[config.mk]
export PLATFORM = sky130hd
export DESIGN_NAME = spectral_band_vocoder
export DESIGN_NICKNAME = d
export VERILOG_FILES = /design/src/design/sbv_pkg.sv /design/src/design/spectral_band_vocoder.sv /design/src/design/sbv_ctrl.sv /design/src/design/sbv_datapath.sv
export SDC_FILE = /design/constraint.sdc
export NUM_CORES = 2
export LEC_CHECK = 0
export BUFFER_PORTS_ARGS = -buffer_cell sky130_fd_sc_hd__buf_2
export CAP_MARGIN = 20
export CORE_MARGIN = 5
export CORE_UTILIZATION = 45
export DETAILED_ROUTE_END_ITERATION = 10
export HOLD_SLACK_MARGIN = 0.05
export MAX_ROUTING_LAYER = met4
export PLACE_DENSITY = 0.68
export SYNTH_ARGS = -nofsm -noshare
export SYNTH_HDL_FRONTEND = slang
export SYNTH_SLANG_ARGS = --single-unit
export TNS_END_PERCENT = 10
[constraint.sdc]
create_clock -name clk_i -period 23 [get_ports clk_i]
set_clock_uncertainty 0.05 [all_clocks]
set_input_delay 1.15 -clock clk_i [delete_from_list [all_inputs] [get_ports clk_i]]
set_output_delay 1.15 -clock clk_i [all_outputs]
set_load 0.005 [all_outputs]
[src/design/sbv_pkg.sv]
package sbv_pkg;

  typedef struct packed {
    logic [15:0] bin_magnitude;
    logic        last_bin;
  } in_item_t;

  typedef struct packed {
    logic [9:0]  out_bin;
    logic [15:0] out_magnitude;
    logic        has_value;
    logic        frame_done;
  } out_item_t;

  typedef enum logic [2:0] {
    REG_NUM_BANDS    = 3'd0,
    REG_FIRST_BAND   = 3'd1,
    REG_BAND_FACTOR  = 3'd2,
    REG_GAIN_FACTOR  = 3'd3,
    REG_FREQ_SHIFT   = 3'd4,
    REG_FIRST_OSC    = 3'd5,
    REG_GAINS        = 3'd6
  } reg_index_e;

  typedef enum logic [3:0] {
    S_IDLE, S_EVAL, S_SQRT, S_GMUL, S_VAL, S_BUPD, S_GCHK, S_GUPD, S_SUM, S_FIN
  } state_e;

  typedef enum logic [1:0] {
    MUL_GAIN, MUL_BAND, MUL_GLIM
  } mul_sel_e;

  typedef struct packed {
    logic     accept;
    logic     sqrt_start;
    logic     sqrt_step;
    logic     mul_en;
    mul_sel_e mul_sel;
    logic     val_capture;
    logic     band_upd;
    logic     gain_upd;
    logic     sum_upd;
    logic     finish;
  } dp_cmd_t;

  typedef struct packed {
    logic active;
    logic close;
    logic stopped;
    logic gain_step;
    logic sqrt_done;
    logic out_block;
  } dp_status_t;

  localparam int unsigned SQRT_STEPS = 25;
  localparam logic [31:0] HALF_Q20   = 32'h0008_0000;
  localparam logic [25:0] SUM_MAX    = 26'h3FF_FFFF;
  localparam logic [1:0]  GAIN_MAX   = 2'd3;

endpackage

[src/design/spectral_band_vocoder.sv]
// Spectral band vocoder: sums magnitude bins into log-spaced bands and emits
// one scaled square-root value per closed band whose target bin is in range.
// Input channel: in_valid_i / in_stall_o carry one bin item (magnitude and
// last-bin flag). Output channel: out_valid_o / out_stall_i carry a result
// item when a band value is produced or the frame's last bin went by.
// Configuration: cfg_valid_i / cfg_ready_o write register cfg_index_i with
// cfg_data_i; ready is always high. Write only while the block is idle.
// Flow: items are handled one at a time by the controller. Each bin is
// evaluated; one that closes a band runs the 25-step bit-serial square root,
// gain scale, value capture and band update; then come the gain check, a gain
// step if due and the sum update, all skipped once banding has stopped or past
// the spectrum end. The next item can be accepted in the cycle after finish.
// One shared 32x32 multiplier serves the gain scale and both limit ladders.
// The result waits in an output register; while the receiver stalls it, the
// block finishes the next item but holds it until the register frees.
// Reset restores register defaults and the first-frame band state.
module spectral_band_vocoder #(
  parameter int unsigned SPECTRUM_SIZE = 1024
) (
  input  logic               clk_i,
  input  logic               rst_ni,
  input  logic               cfg_valid_i,
  output logic               cfg_ready_o,
  input  logic [2:0]         cfg_index_i,
  input  logic [63:0]        cfg_data_i,
  input  logic               in_valid_i,
  output logic               in_stall_o,
  input  sbv_pkg::in_item_t  in_data_i,
  output logic               out_valid_o,
  input  logic               out_stall_i,
  output sbv_pkg::out_item_t out_data_o
);
  import sbv_pkg::*;

  dp_cmd_t    cmd;
  dp_status_t st;

  assign cfg_ready_o = 1'b1;

  sbv_ctrl u_ctrl (
    .clk_i      (clk_i),
    .rst_ni     (rst_ni),
    .in_valid_i (in_valid_i),
    .in_stall_o (in_stall_o),
    .st_i       (st),
    .cmd_o      (cmd)
  );

  sbv_datapath #(
    .SPECTRUM_SIZE (SPECTRUM_SIZE)
  ) u_dp (
    .clk_i       (clk_i),
    .rst_ni      (rst_ni),
    .cfg_we_i    (cfg_valid_i & cfg_ready_o),
    .cfg_index_i (cfg_index_i),
    .cfg_data_i  (cfg_data_i),
    .in_data_i   (in_data_i),
    .cmd_i       (cmd),
    .st_o        (st),
    .out_valid_o (out_valid_o),
    .out_stall_i (out_stall_i),
    .out_data_o  (out_data_o)
  );

endmodule

[src/design/sbv_ctrl.sv]
module sbv_ctrl (
  input  logic                clk_i,
  input  logic                rst_ni,
  input  logic                in_valid_i,
  output logic                in_stall_o,
  input  sbv_pkg::dp_status_t st_i,
  output sbv_pkg::dp_cmd_t    cmd_o
);
  import sbv_pkg::*;

  state_e state_q, state_d;

  always_ff @(posedge clk_i or negedge rst_ni) begin
    if (!rst_ni) begin
      state_q <= S_IDLE;
    end else begin
      state_q <= state_d;
    end
  end

  always_comb begin
    state_d    = state_q;
    cmd_o      = '0;
    cmd_o.mul_sel = MUL_GAIN;
    in_stall_o = (state_q != S_IDLE);
    unique case (state_q)
      S_IDLE: begin
        if (in_valid_i) begin
          cmd_o.accept = 1'b1;
          state_d = S_EVAL;
        end
      end
      S_EVAL: begin
        if (st_i.close) begin
          cmd_o.sqrt_start = 1'b1;
          state_d = S_SQRT;
        end else if (st_i.active) begin
          state_d = S_GCHK;
        end else begin
          state_d = S_FIN;
        end
      end
      S_SQRT: begin
        cmd_o.sqrt_step = 1'b1;
        if (st_i.sqrt_done) state_d = S_GMUL;
      end
      S_GMUL: begin
        cmd_o.mul_en  = 1'b1;
        cmd_o.mul_sel = MUL_GAIN;
        state_d = S_VAL;
      end
      S_VAL: begin
        cmd_o.val_capture = 1'b1;
        cmd_o.mul_en  = 1'b1;
        cmd_o.mul_sel = MUL_BAND;
        state_d = S_BUPD;
      end
      S_BUPD: begin
        cmd_o.band_upd = 1'b1;
        state_d = S_GCHK;
      end
      S_GCHK: begin
        if (st_i.stopped) begin
          state_d = S_FIN;
        end else if (st_i.gain_step) begin
          cmd_o.mul_en  = 1'b1;
          cmd_o.mul_sel = MUL_GLIM;
          state_d = S_GUPD;
        end else begin
          state_d = S_SUM;
        end
      end
      S_GUPD: begin
        cmd_o.gain_upd = 1'b1;
        state_d = S_SUM;
      end
      S_SUM: begin
        cmd_o.sum_upd = 1'b1;
        state_d = S_FIN;
      end
      S_FIN: begin
        if (!st_i.out_block) begin
          cmd_o.finish = 1'b1;
          state_d = S_IDLE;
        end
      end
      default: state_d = S_IDLE;
    endcase
  end

  a_accept_eval: assert property (@(posedge clk_i) disable iff (!rst_ni)
    (state_q == S_IDLE && in_valid_i) |=> state_q == S_EVAL)
    else $error("accepted item did not enter evaluation");
  a_sqrt_hold: assert property (@(posedge clk_i) disable iff (!rst_ni)
    (state_q == S_SQRT && !st_i.sqrt_done) |=> state_q == S_SQRT)
    else $error("square root left early");
  a_finish_idle: assert property (@(posedge clk_i) disable iff (!rst_ni)
    cmd_o.finish |=> (state_q == S_IDLE && !in_stall_o))
    else $error("finish did not return to idle");

endmodule

[src/design/sbv_datapath.sv]
module sbv_datapath #(
  parameter int unsigned SPECTRUM_SIZE = 1024
) (
  input  logic                clk_i,
  input  logic                rst_ni,
  input  logic                cfg_we_i,
  input  logic [2:0]          cfg_index_i,
  input  logic [63:0]         cfg_data_i,
  input  sbv_pkg::in_item_t   in_data_i,
  input  sbv_pkg::dp_cmd_t    cmd_i,
  output sbv_pkg::dp_status_t st_o,
  output logic                out_valid_o,
  input  logic                out_stall_i,
  output sbv_pkg::out_item_t  out_data_o
);
  import sbv_pkg::*;

  localparam int unsigned CW = $clog2(SPECTRUM_SIZE + 1);
  localparam int unsigned LW = (CW > 11) ? CW : 11;
  localparam int unsigned TW = LW + 2;
  localparam logic [CW-1:0] SIZE_C = CW'(SPECTRUM_SIZE);

  // configuration
  logic [6:0]  num_bands_q;
  logic [10:0] first_band_q;
  logic [31:0] band_factor_q, gain_factor_q;
  logic [11:0] freq_shift_q, first_osc_q;
  logic [63:0] gains_q;

  always_ff @(posedge clk_i or negedge rst_ni) begin
    if (!rst_ni) begin
      num_bands_q   <= 7'd8;
      first_band_q  <= 11'd5;
      band_factor_q <= 32'd2097152;
      gain_factor_q <= 32'd1572864;
      freq_shift_q  <= 12'd0;
      first_osc_q   <= 12'd128;
      gains_q       <= 64'h1000_1000_1000_1000;
    end else if (cfg_we_i) begin
      case (cfg_index_i)
        REG_NUM_BANDS:   num_bands_q   <= cfg_data_i[6:0];
        REG_FIRST_BAND:  first_band_q  <= cfg_data_i[10:0];
        REG_BAND_FACTOR: band_factor_q <= cfg_data_i[31:0];
        REG_GAIN_FACTOR: gain_factor_q <= cfg_data_i[31:0];
        REG_FREQ_SHIFT:  freq_shift_q  <= cfg_data_i[11:0];
        REG_FIRST_OSC:   first_osc_q   <= cfg_data_i[11:0];
        REG_GAINS:       gains_q       <= cfg_data_i;
        default: ;
      endcase
    end
  end

  // frame state
  logic [25:0]        sum_q;
  logic [31:0]        blim_frac_q, glim_frac_q;
  logic [LW-1:0]      blim_q;
  logic signed [TW-1:0] target_q;
  logic [7:0]         bands_q;
  logic [1:0]         gidx_q;
  logic               stopped_q;
  logic [CW-1:0]      cnt_q;
  logic [15:0]        mag_q;
  logic               last_q;
  logic               has_q;
  logic [9:0]         obin_q;
  logic [15:0]        omag_q;
  logic [63:0]        prod_q;
  logic [26:0]        rem_q;
  logic [24:0]        root_q;
  logic [49:0]        sqv_q;
  logic [4:0]         sqc_q;
  logic               out_valid_q;
  out_item_t          out_q;

  // combinational helpers
  logic [12:0] glim_bin;
  logic [43:0] adv_sum;
  logic [31:0] adv_frac;
  logic [12:0] new_lim13;
  logic [LW-1:0] new_lim;
  logic signed [TW-1:0] new_target;
  logic [28:0] rem_sh, trial;
  logic [40:0] val_sum;
  logic [16:0] val_raw;
  logic [15:0] val_sat;
  logic [15:0] gain_sel;
  logic [31:0] mul_a, mul_b;
  logic [26:0] sum_next;
  logic        emit;

  assign glim_bin = 13'((33'(glim_frac_q) + 33'(HALF_Q20)) >> 20);
  assign adv_sum  = 44'((prod_q + 64'(HALF_Q20)) >> 20);
  assign adv_frac = (|adv_sum[43:32]) ? 32'hFFFF_FFFF : adv_sum[31:0];
  assign new_lim13 = 13'((33'(adv_frac) + 33'(HALF_Q20)) >> 20);
  assign new_lim  = (14'(new_lim13) > 14'(SPECTRUM_SIZE)) ? LW'(SPECTRUM_SIZE)
                                                          : LW'(new_lim13);
  assign new_target = $signed(TW'((({1'b0, new_lim} + {1'b0, blim_q}) >> 1)))
                      + TW'($signed(freq_shift_q));

  assign rem_sh = {rem_q, sqv_q[49:48]};
  assign trial  = {2'b00, root_q, 2'b01};

  assign gain_sel = gains_q[16*gidx_q +: 16];
  assign val_sum  = prod_q[40:0] + 41'h80_0000;
  assign val_raw  = val_sum[40:24];
  assign val_sat  = val_raw[16] ? 16'hFFFF : val_raw[15:0];

  always_comb begin
    case (cmd_i.mul_sel)
      MUL_BAND: begin mul_a = blim_frac_q; mul_b = band_factor_q; end
      MUL_GLIM: begin mul_a = glim_frac_q; mul_b = gain_factor_q; end
      default:  begin mul_a = {7'd0, root_q}; mul_b = {16'd0, gain_sel}; end
    endcase
  end

  assign sum_next = {1'b0, sum_q} + 27'(mag_q);
  assign emit = has_q | last_q;

  assign st_o.active    = (cnt_q < SIZE_C) && !stopped_q;
  assign st_o.close     = st_o.active && (LW'(cnt_q) > blim_q);
  assign st_o.stopped   = stopped_q;
  assign st_o.gain_step = (14'(cnt_q) > 14'(glim_bin));
  assign st_o.sqrt_done = (sqc_q == 5'(SQRT_STEPS - 1));
  assign st_o.out_block = out_valid_q && out_stall_i;

  always_ff @(posedge clk_i) begin
    if (cmd_i.mul_en) prod_q <= {32'd0, mul_a} * {32'd0, mul_b};
    if (cmd_i.accept) begin
      mag_q  <= in_data_i.bin_magnitude;
      last_q <= in_data_i.last_bin;
    end
    if (cmd_i.sqrt_start) begin
      rem_q  <= '0;
      root_q <= '0;
      sqv_q  <= {sum_q, 24'd0};
    end else if (cmd_i.sqrt_step) begin
      sqv_q <= {sqv_q[47:0], 2'b00};
      if (rem_sh >= trial) begin
        rem_q  <= 27'(rem_sh - trial);
        root_q <= {root_q[23:0], 1'b1};
      end else begin
        rem_q  <= rem_sh[26:0];
        root_q <= {root_q[23:0], 1'b0};
      end
    end
    if (cmd_i.val_capture) begin
      obin_q <= target_q[9:0];
      omag_q <= val_sat;
    end
    if (cmd_i.finish && emit) begin
      out_q.out_bin       <= has_q ? obin_q : 10'd0;
      out_q.out_magnitude <= has_q ? omag_q : 16'd0;
      out_q.has_value     <= has_q;
      out_q.frame_done    <= last_q;
    end
  end

  always_ff @(posedge clk_i or negedge rst_ni) begin
    if (!rst_ni) begin
      sum_q       <= '0;
      blim_frac_q <= {1'b0, 11'd5, 20'd0};
      blim_q      <= LW'(11'd5);
      target_q    <= TW'(128);
      bands_q     <= '0;
      gidx_q      <= '0;
      glim_frac_q <= {11'd10, 21'd0} >> 1;
      stopped_q   <= 1'b0;
      cnt_q       <= '0;
      has_q       <= 1'b0;
      sqc_q       <= '0;
      out_valid_q <= 1'b0;
    end else begin
      if (cmd_i.accept) begin
        has_q <= 1'b0;
        if (cnt_q == '0) begin
          sum_q       <= '0;
          blim_frac_q <= {1'b0, first_band_q, 20'd0};
          blim_q      <= LW'(first_band_q);
          target_q    <= TW'($signed(first_osc_q));
          bands_q     <= '0;
          gidx_q      <= '0;
          glim_frac_q <= {first_band_q, 21'd0};
          stopped_q   <= 1'b0;
        end
      end
      if (cmd_i.sqrt_start) sqc_q <= '0;
      else if (cmd_i.sqrt_step) sqc_q <= sqc_q + 5'd1;
      if (cmd_i.val_capture) begin
        has_q <= (target_q >= 0) && (target_q < $signed(TW'(SPECTRUM_SIZE)));
      end
      if (cmd_i.band_upd) begin
        blim_frac_q <= adv_frac;
        blim_q      <= new_lim;
        target_q    <= new_target;
        sum_q       <= '0;
        bands_q     <= bands_q + 8'd1;
        if ((bands_q + 8'd1) > {1'b0, num_bands_q}) stopped_q <= 1'b1;
      end
      if (cmd_i.gain_upd) begin
        if (gidx_q < GAIN_MAX) gidx_q <= gidx_q + 2'd1;
        glim_frac_q <= adv_frac;
      end
      if (cmd_i.sum_upd) begin
        sum_q <= sum_next[26] ? SUM_MAX : sum_next[25:0];
      end
      if (out_valid_q && !out_stall_i) out_valid_q <= 1'b0;
      if (cmd_i.finish) begin
        if (emit) out_valid_q <= 1'b1;
        if (last_q) cnt_q <= '0;
        else if (cnt_q < SIZE_C) cnt_q <= cnt_q + 1'b1;
      end
    end
  end

  assign out_valid_o = out_valid_q;
  assign out_data_o  = out_q;

endmodule

# After elaboration in Yosys (flattened, before gate mapping)

Index checks and enable logic that the tools add are counted.

Register bits after elaboration: 530
Input port bits: 89
Output and inout port bits: 31
Word-level logic and storage cells: 178

Add/sub/neg operators: 12
Multiply operators: 1
$lt $le $gt $ge: 9
Eq/ne operators: 21
Shift operators: 1
Mux-type cells: 67
Bitwise operators: 1
Reduce and logical (&&, ||, !) cells: 34

Operators by type and width:

| cell                     | count |
|---|---|
| $mux W32                 | 7 |
| $mux W26                 | 5 |
| $pmux W32 S2             | 2 |
| $mux W50                 | 2 |
| $add A32 B20 Y33 const B | 2 |
| $mux W11                 | 6 |
| $add A64 B20 Y64 const B | 1 |
| $mul A32 B32 Y64         | 1 |
| $shiftx A64 B7 Y16       | 1 |
| $add A41 B24 Y41 const B | 1 |
| $pmux W4 S10             | 1 |
| $mux W13                 | 3 |
| $ge A29 B27 Y1           | 1 |
| $mux W4                  | 7 |
| $add A26 B16 Y27         | 1 |
| $mux W27                 | 1 |
| $sub A27 B27 Y27         | 1 |
| $mux W8                  | 3 |
| $reduce_and A2 Y1        | 11 |
| $mux W1                  | 21 |
| $eq A4 B3 Y1 const B     | 4 |
| $reduce_bool A2 Y1       | 7 |
| $add A12 B12 Y13         | 1 |
| $ge A13 B1 Y1 const B    | 1 |
| 36 further kinds         | 55 |

# Depth between registers and ports, before layout

Word-level depth: 9
Depth in mapped cells: 53
Gate-level depth less buffers: 49

# Hierarchy

Synthesis repeated with hierarchy kept, for this count alone.

Cell total of the unflattened synthesis: 6137
Area, all modules: 58381.0 um^2

By module, submodules not included:

| module                | times used | cells each | area an instance (um^2) | seq. area each (um^2) |
|---|---|---|---|---|
| sbv_datapath          | 1          | 6072       | 57945.6                 | 13160.1 |
| sbv_ctrl              | 1          | 63         | 424.2                   | 100.1 |
| spectral_band_vocoder | 1          | 2          | 11.3                    | 0.0 |

# Worst setup path after synthesis

OpenSTA, ideal clock, no wires.

Path kind: register to register
Start: register u_dp.glim_frac_q[19]
End: register u_dp.prod_q[54], data pin
Setup time: 0.258 ns
Arrival: 11.067 ns
Data required time: 22.692 ns
Setup slack: 11.625 ns
Stages on the path, launching flop included: 50
Buffers on the path: 5
Period minus slack after synthesis: 11.375 ns
Cells stage by stage: dfrtp_1 -> ha_1 -> xnor2_1 -> ha_1 -> nor2b_1 -> o21a_1 -> o21a_1 -> o21a_1 -> o21a_1 -> o21a_1 -> o21a_1 -> o21a_1 -> o211ai_1 -> a211oi_1 -> nand2_1 -> ha_1 -> clkbuf_1 -> inv_1 -> (+14 left out) -> fa_1 -> fa_1 -> inv_1 -> fa_1 -> inv_1 -> ha_1 -> clkbuf_1 -> nand4_1 -> nor2_1 -> and3_1 -> nand2_1 -> o21ai_0 -> a21oi_1 -> o311ai_1 -> nand3_1 -> o21ai_1 -> a31oi_1 -> xnor2_1

Word-level cells in the longest chain between the ends: 8
Elaborated cells between the ends (all ways): 10
Classes of those cells: 1 x add/sub; 1 x mul; 1 x order compare; 2 x eq/ne; 5 x mux

RTL lines:

| what                                                | line                | text |
|---|---|---|
| from (decl)                                         | sbv_datapath.sv:55  | `logic [31:0] blim_frac_q, glim_frac_q;` |
| from (signal assigned)                              | sbv_datapath.sv:166 | `glim_frac_q <= {11'd10, 21'd0} >> 1;` |
| from (signal assigned)                              | sbv_datapath.sv:182 | `glim_frac_q <= {first_band_q, 21'd0};` |
| from (signal assigned)                              | sbv_datapath.sv:201 | `glim_frac_q <= adv_frac;` |
| $add A32 B20 Y33                                    | sbv_datapath.sv:91  | `assign glim_bin = 13'((33'(glim_frac_q) + 33'(HALF_Q20)) >> 20);` |
| $gt A11 B13 Y1                                      | sbv_datapath.sv:122 | `assign st_o.gain_step = (14'(cnt_q) > 14'(glim_bin));` |
| $mux W3                                             | sbv_ctrl.sv:65      | `end else if (st_i.gain_step) begin` |
| $mux W3                                             | sbv_ctrl.sv:63      | `if (st_i.stopped) begin` |
| $pmux W3 S3                                         | sbv_ctrl.sv:26      | `unique case (state_q)` |
| $eq A2 B2 Y1 / $eq A2 B1 Y1 (equally long branches) | sbv_datapath.sv:109 | `case (cmd_i.mul_sel)` |
| $pmux W32 S2                                        | sbv_datapath.sv:109 |  |
| $mul A32 B32 Y64 (*)                                | sbv_datapath.sv:127 | `if (cmd_i.mul_en) prod_q <= {32'd0, mul_a} * {32'd0, mul_b};` |
| to (signal assigned)                                | sbv_datapath.sv:127 |  |
| to (decl)                                           | sbv_datapath.sv:67  | `logic [63:0] prod_q;` |

Every way passes the cells marked *; elsewhere a longest branch is shown, timed or not.
A chain may end at the register's enable or synchronous reset.

# Final worst setup path

Start: register u_dp.glim_frac_q[19]
End: register u_dp.prod_q[41], data pin

Same word-level chain as after synthesis.

==> metrics.yaml <==
status: "finished clean"
die_y_um: 369
synth_enable_flop_cells: 142
maxClockFrequency_mhz: 75.0
p_clk_frac: 0.114
io_pins: 120
cp_max_fo: 54
clock-sinks: 511
hold_violations: 0
path_clk_slew_ns: 0.06
gp_congestion: 1.05
synth.top_cells.by_area: "fa_1, dfrtp_1, ha_1, edfxtp_1, inv_1"
rsz0062_at_grt: "false"
ys_seq_area_frac: 0.228
p_seq_frac: 0.186
track_usage: 0.275
h-tree-depth: 2
cts_buffers: 56
intPower_mw: 3.91
drive_gt1_frac: 0.104
period_minus_slack_ns: 13.34
p_sw_frac: 0.524
final_antenna_net_count: 0
syn-instance-count: 6074
cp-end-kind: "flop"
grt_antenna_before_repair: 5
synthToLayoutAreaGrowth_pct: 8.15
dr.first_iter.drc_count: 4389
drc: 0
crit_type: "reg -> reg"
start_kind: "flop"
ir_drop_uv: 295
synthFlopType: "dfrtp_1"
finalCoreUtilization: 0.491
rr_startpoint: "u_dp.glim_frac_q[19]"
grt_pass1_vias: 46400
start_util: 0.454
coreArea_sq_mm: 0.128
cts-root-buf: "clkbuf_16"
synth_area_per_cell_sq_um: 9.57
netlist.area_leader.share: 0.309
fillers: 11800
grt_pass1_wl_um: 279000
num_rows: 131
clk-insertion-delay-late_ns: 0.65
ys_warn_count: 0
final.setup.tns_ns: 0
power.switching_mw: 4.30
critPathRequiredTime_ns: 23.32
worst-endpoint-arrival_ns: 13.65
ctsResizeCount: 0
cts_hold_buf: 0
post_drt_wl_per_cell_um: 23.1
critPathMaxStageDelay_ns: 0.88
synthDistinctLibCells: 85
p_comb_frac: 0.700
cp-startpoint: "u_dp.glim_frac_q[19]"
die_w_um: 369
leakagePower_nw: 29.2
final_common_cell: "inv_1"
grt_max_degree: 120
cts_tree: "yes"
synth-seq-cells: 511
viasPerCell: 5.69
syn_area_sq_mm: 0.0581
synthArstFlopShare: 0.620
drtPass1Iterations: 6
pwr_density_cell_mw_per_mm2: 131
max-cap-violations: 0
hold_class: "reg -> reg"
hold_slack_ns: 0.401
post_cts_buffers: 0
period_share: 0.580
wirelength_um: 182000
cts_buffer_depth: 3
syn_nets: 7426
hpwl_um: 143000
yosysTopAreaCell: "fa_1"
vias: 44800
io_buffer_count: 118
die_area_sq_mm: 0.136
finalMaxSlewViolations: 0
final_cell_mix: "inv_1, fa_1, nor2_1, nand2_1, ha_1"
overflow: 0
nNetsFinal: 7448
setup_viol: 0
worstHoldStart: "u_dp.target_q[2]"
slowest_stage: "a21oi_1"
worst_slew_pin_slew_ns: 1.36
max-slew-margin-rel: 0.0967
==> stage by stage <==
stage | power (mW) | instances | setup WS, ns | area, sq um
after floorplan | 5.29 | 6074 | 11.63 | 58100
after global placement | 7.08 | 7763 | 10.12 | 60900
after detailed placement | 7.21 | 7763 | 9.93 | 60900
after CTS | 8.21 | 7869 | 9.86 | 62800
after global routing | 8.95 | 7875 | 9.06 | 62900
final | 8.21 | 7877 | 9.66 | 62900
==> routing by layer <==
metal,track usage,vias up,part of all wire
li1,-,19500,-
met4,0.158,0,0.076
met3,0.0533,607,0.094
met2,0.427,2169,0.45
met5,-,-,0
met1,0.339,22600,0.38
==> registers in the layout, summed over array words and instances, names as in the netlist, 16 cells and up <==
| signal | cells |
|---|---|
| u_dp.rem_q | 27 |
| u_dp.sum_q | 26 |
| u_dp.glim_frac_q | 32 |
| u_dp.sqv_q | 26 |
| u_dp.root_q | 25 |
| u_dp.mag_q | 16 |
| u_dp.prod_q | 45 |
| u_dp.band_factor_q | 32 |
| u_dp.out_data_o | 28 |
| u_dp.gain_factor_q | 32 |
| u_dp.gains_q | 64 |
| u_dp.omag_q | 16 |
| u_dp.blim_frac_q | 32 |
==> Yosys cell counts, types with 52 or more instances <==
library cell and number:
edfxtp_1 142, a21o_1 67, xnor2_1 118, and2_1 57, fa_1 898, mux2_2 196, ha_1 365, dfrtp_1 299
xor2_1 59, a21oi_1 146, a22oi_1 78, dfxtp_1 52, nor2_1 779, inv_1 1006, clkbuf_1 236, o22ai_1 70
nand3_1 65, o21ai_0 110, nand2_1 656
==> cells by family (layout without fill, tap and decap cells) <==
| family | after synthesis | after routing | synth area share |
|---|---|---|---|
| muxes | 257 | 257 | 0.0519 |
| adders and majority gates | 1263 | 1263 | 0.388 |
| other | 1 | 5 | 0.0000645 |
| and+or+nand+nor | 1847 | 1847 | 0.137 |
| AOI/OAI and AO/OA | 737 | 737 | 0.0847 |
| DFF | 511 | 511 | 0.228 |
| xor gates and xnor gates | 177 | 177 | 0.0267 |
| buffers and inverters | 1281 | 1351 | 0.0833 |
==> worst max-delay path: cells and delay by family (launching register included) <==
| family | cells | cell delay [ns] |
|---|---|---|
| AOI/OAI and AO/OA | 20 | 6.03 |
| adders and majority gates | 12 | 4.94 |
| xor gates and xnor gates | 2 | 0.37 |
| and+or+nand+nor | 6 | 0.92 |
| buffers and inverters | 5 | 0.28 |
| DFF | 1 | 0.43 |
==> worst paths after layout <==
| check | slack (ns) | end | cells after the start |
|---|---|---|---|
| worst max-delay path | 9.66 | u_dp.prod_q[41] | 45 |
| worst min-delay path | 0.40 | u_dp.obin_q[2] | 0 |
| min in group asynchronous | 0.54 | u_dp.num_bands_q[1] | 1 |
| worst min register to register | 0.40 | u_dp.obin_q[2] | 0 |
| worst max register to register | 9.66 | u_dp.prod_q[41] | 45 |
| max in group asynchronous | 20.07 | u_dp.gains_q[0] | 3 |
==> power groups by stage <==
stage	clock network (mW)	registers, mW	logic [mW]
after floorplan	0	1.44	3.85
after global placement	0	1.53	5.55
after detailed placement	0	1.54	5.67
after CTS	0.952	1.52	5.74
after global routing	0.990	1.56	6.40
final	0.935	1.53	5.74
==> layout make-up <==
cell class                 count  area, sq um  area share
antenna                        4         10.0    0.000159
clock buffer                  76         1600      0.0254
clock inverter                30          325     0.00517
inverter                    1007         3780      0.0601
multi-input combinational   4282        40200       0.639
sequential                   511        13300       0.211
tap                         1729         2160      0.0344
timing repair buffer         238         1550      0.0246
No activity file was read; power rests on OpenSTA's default activity.
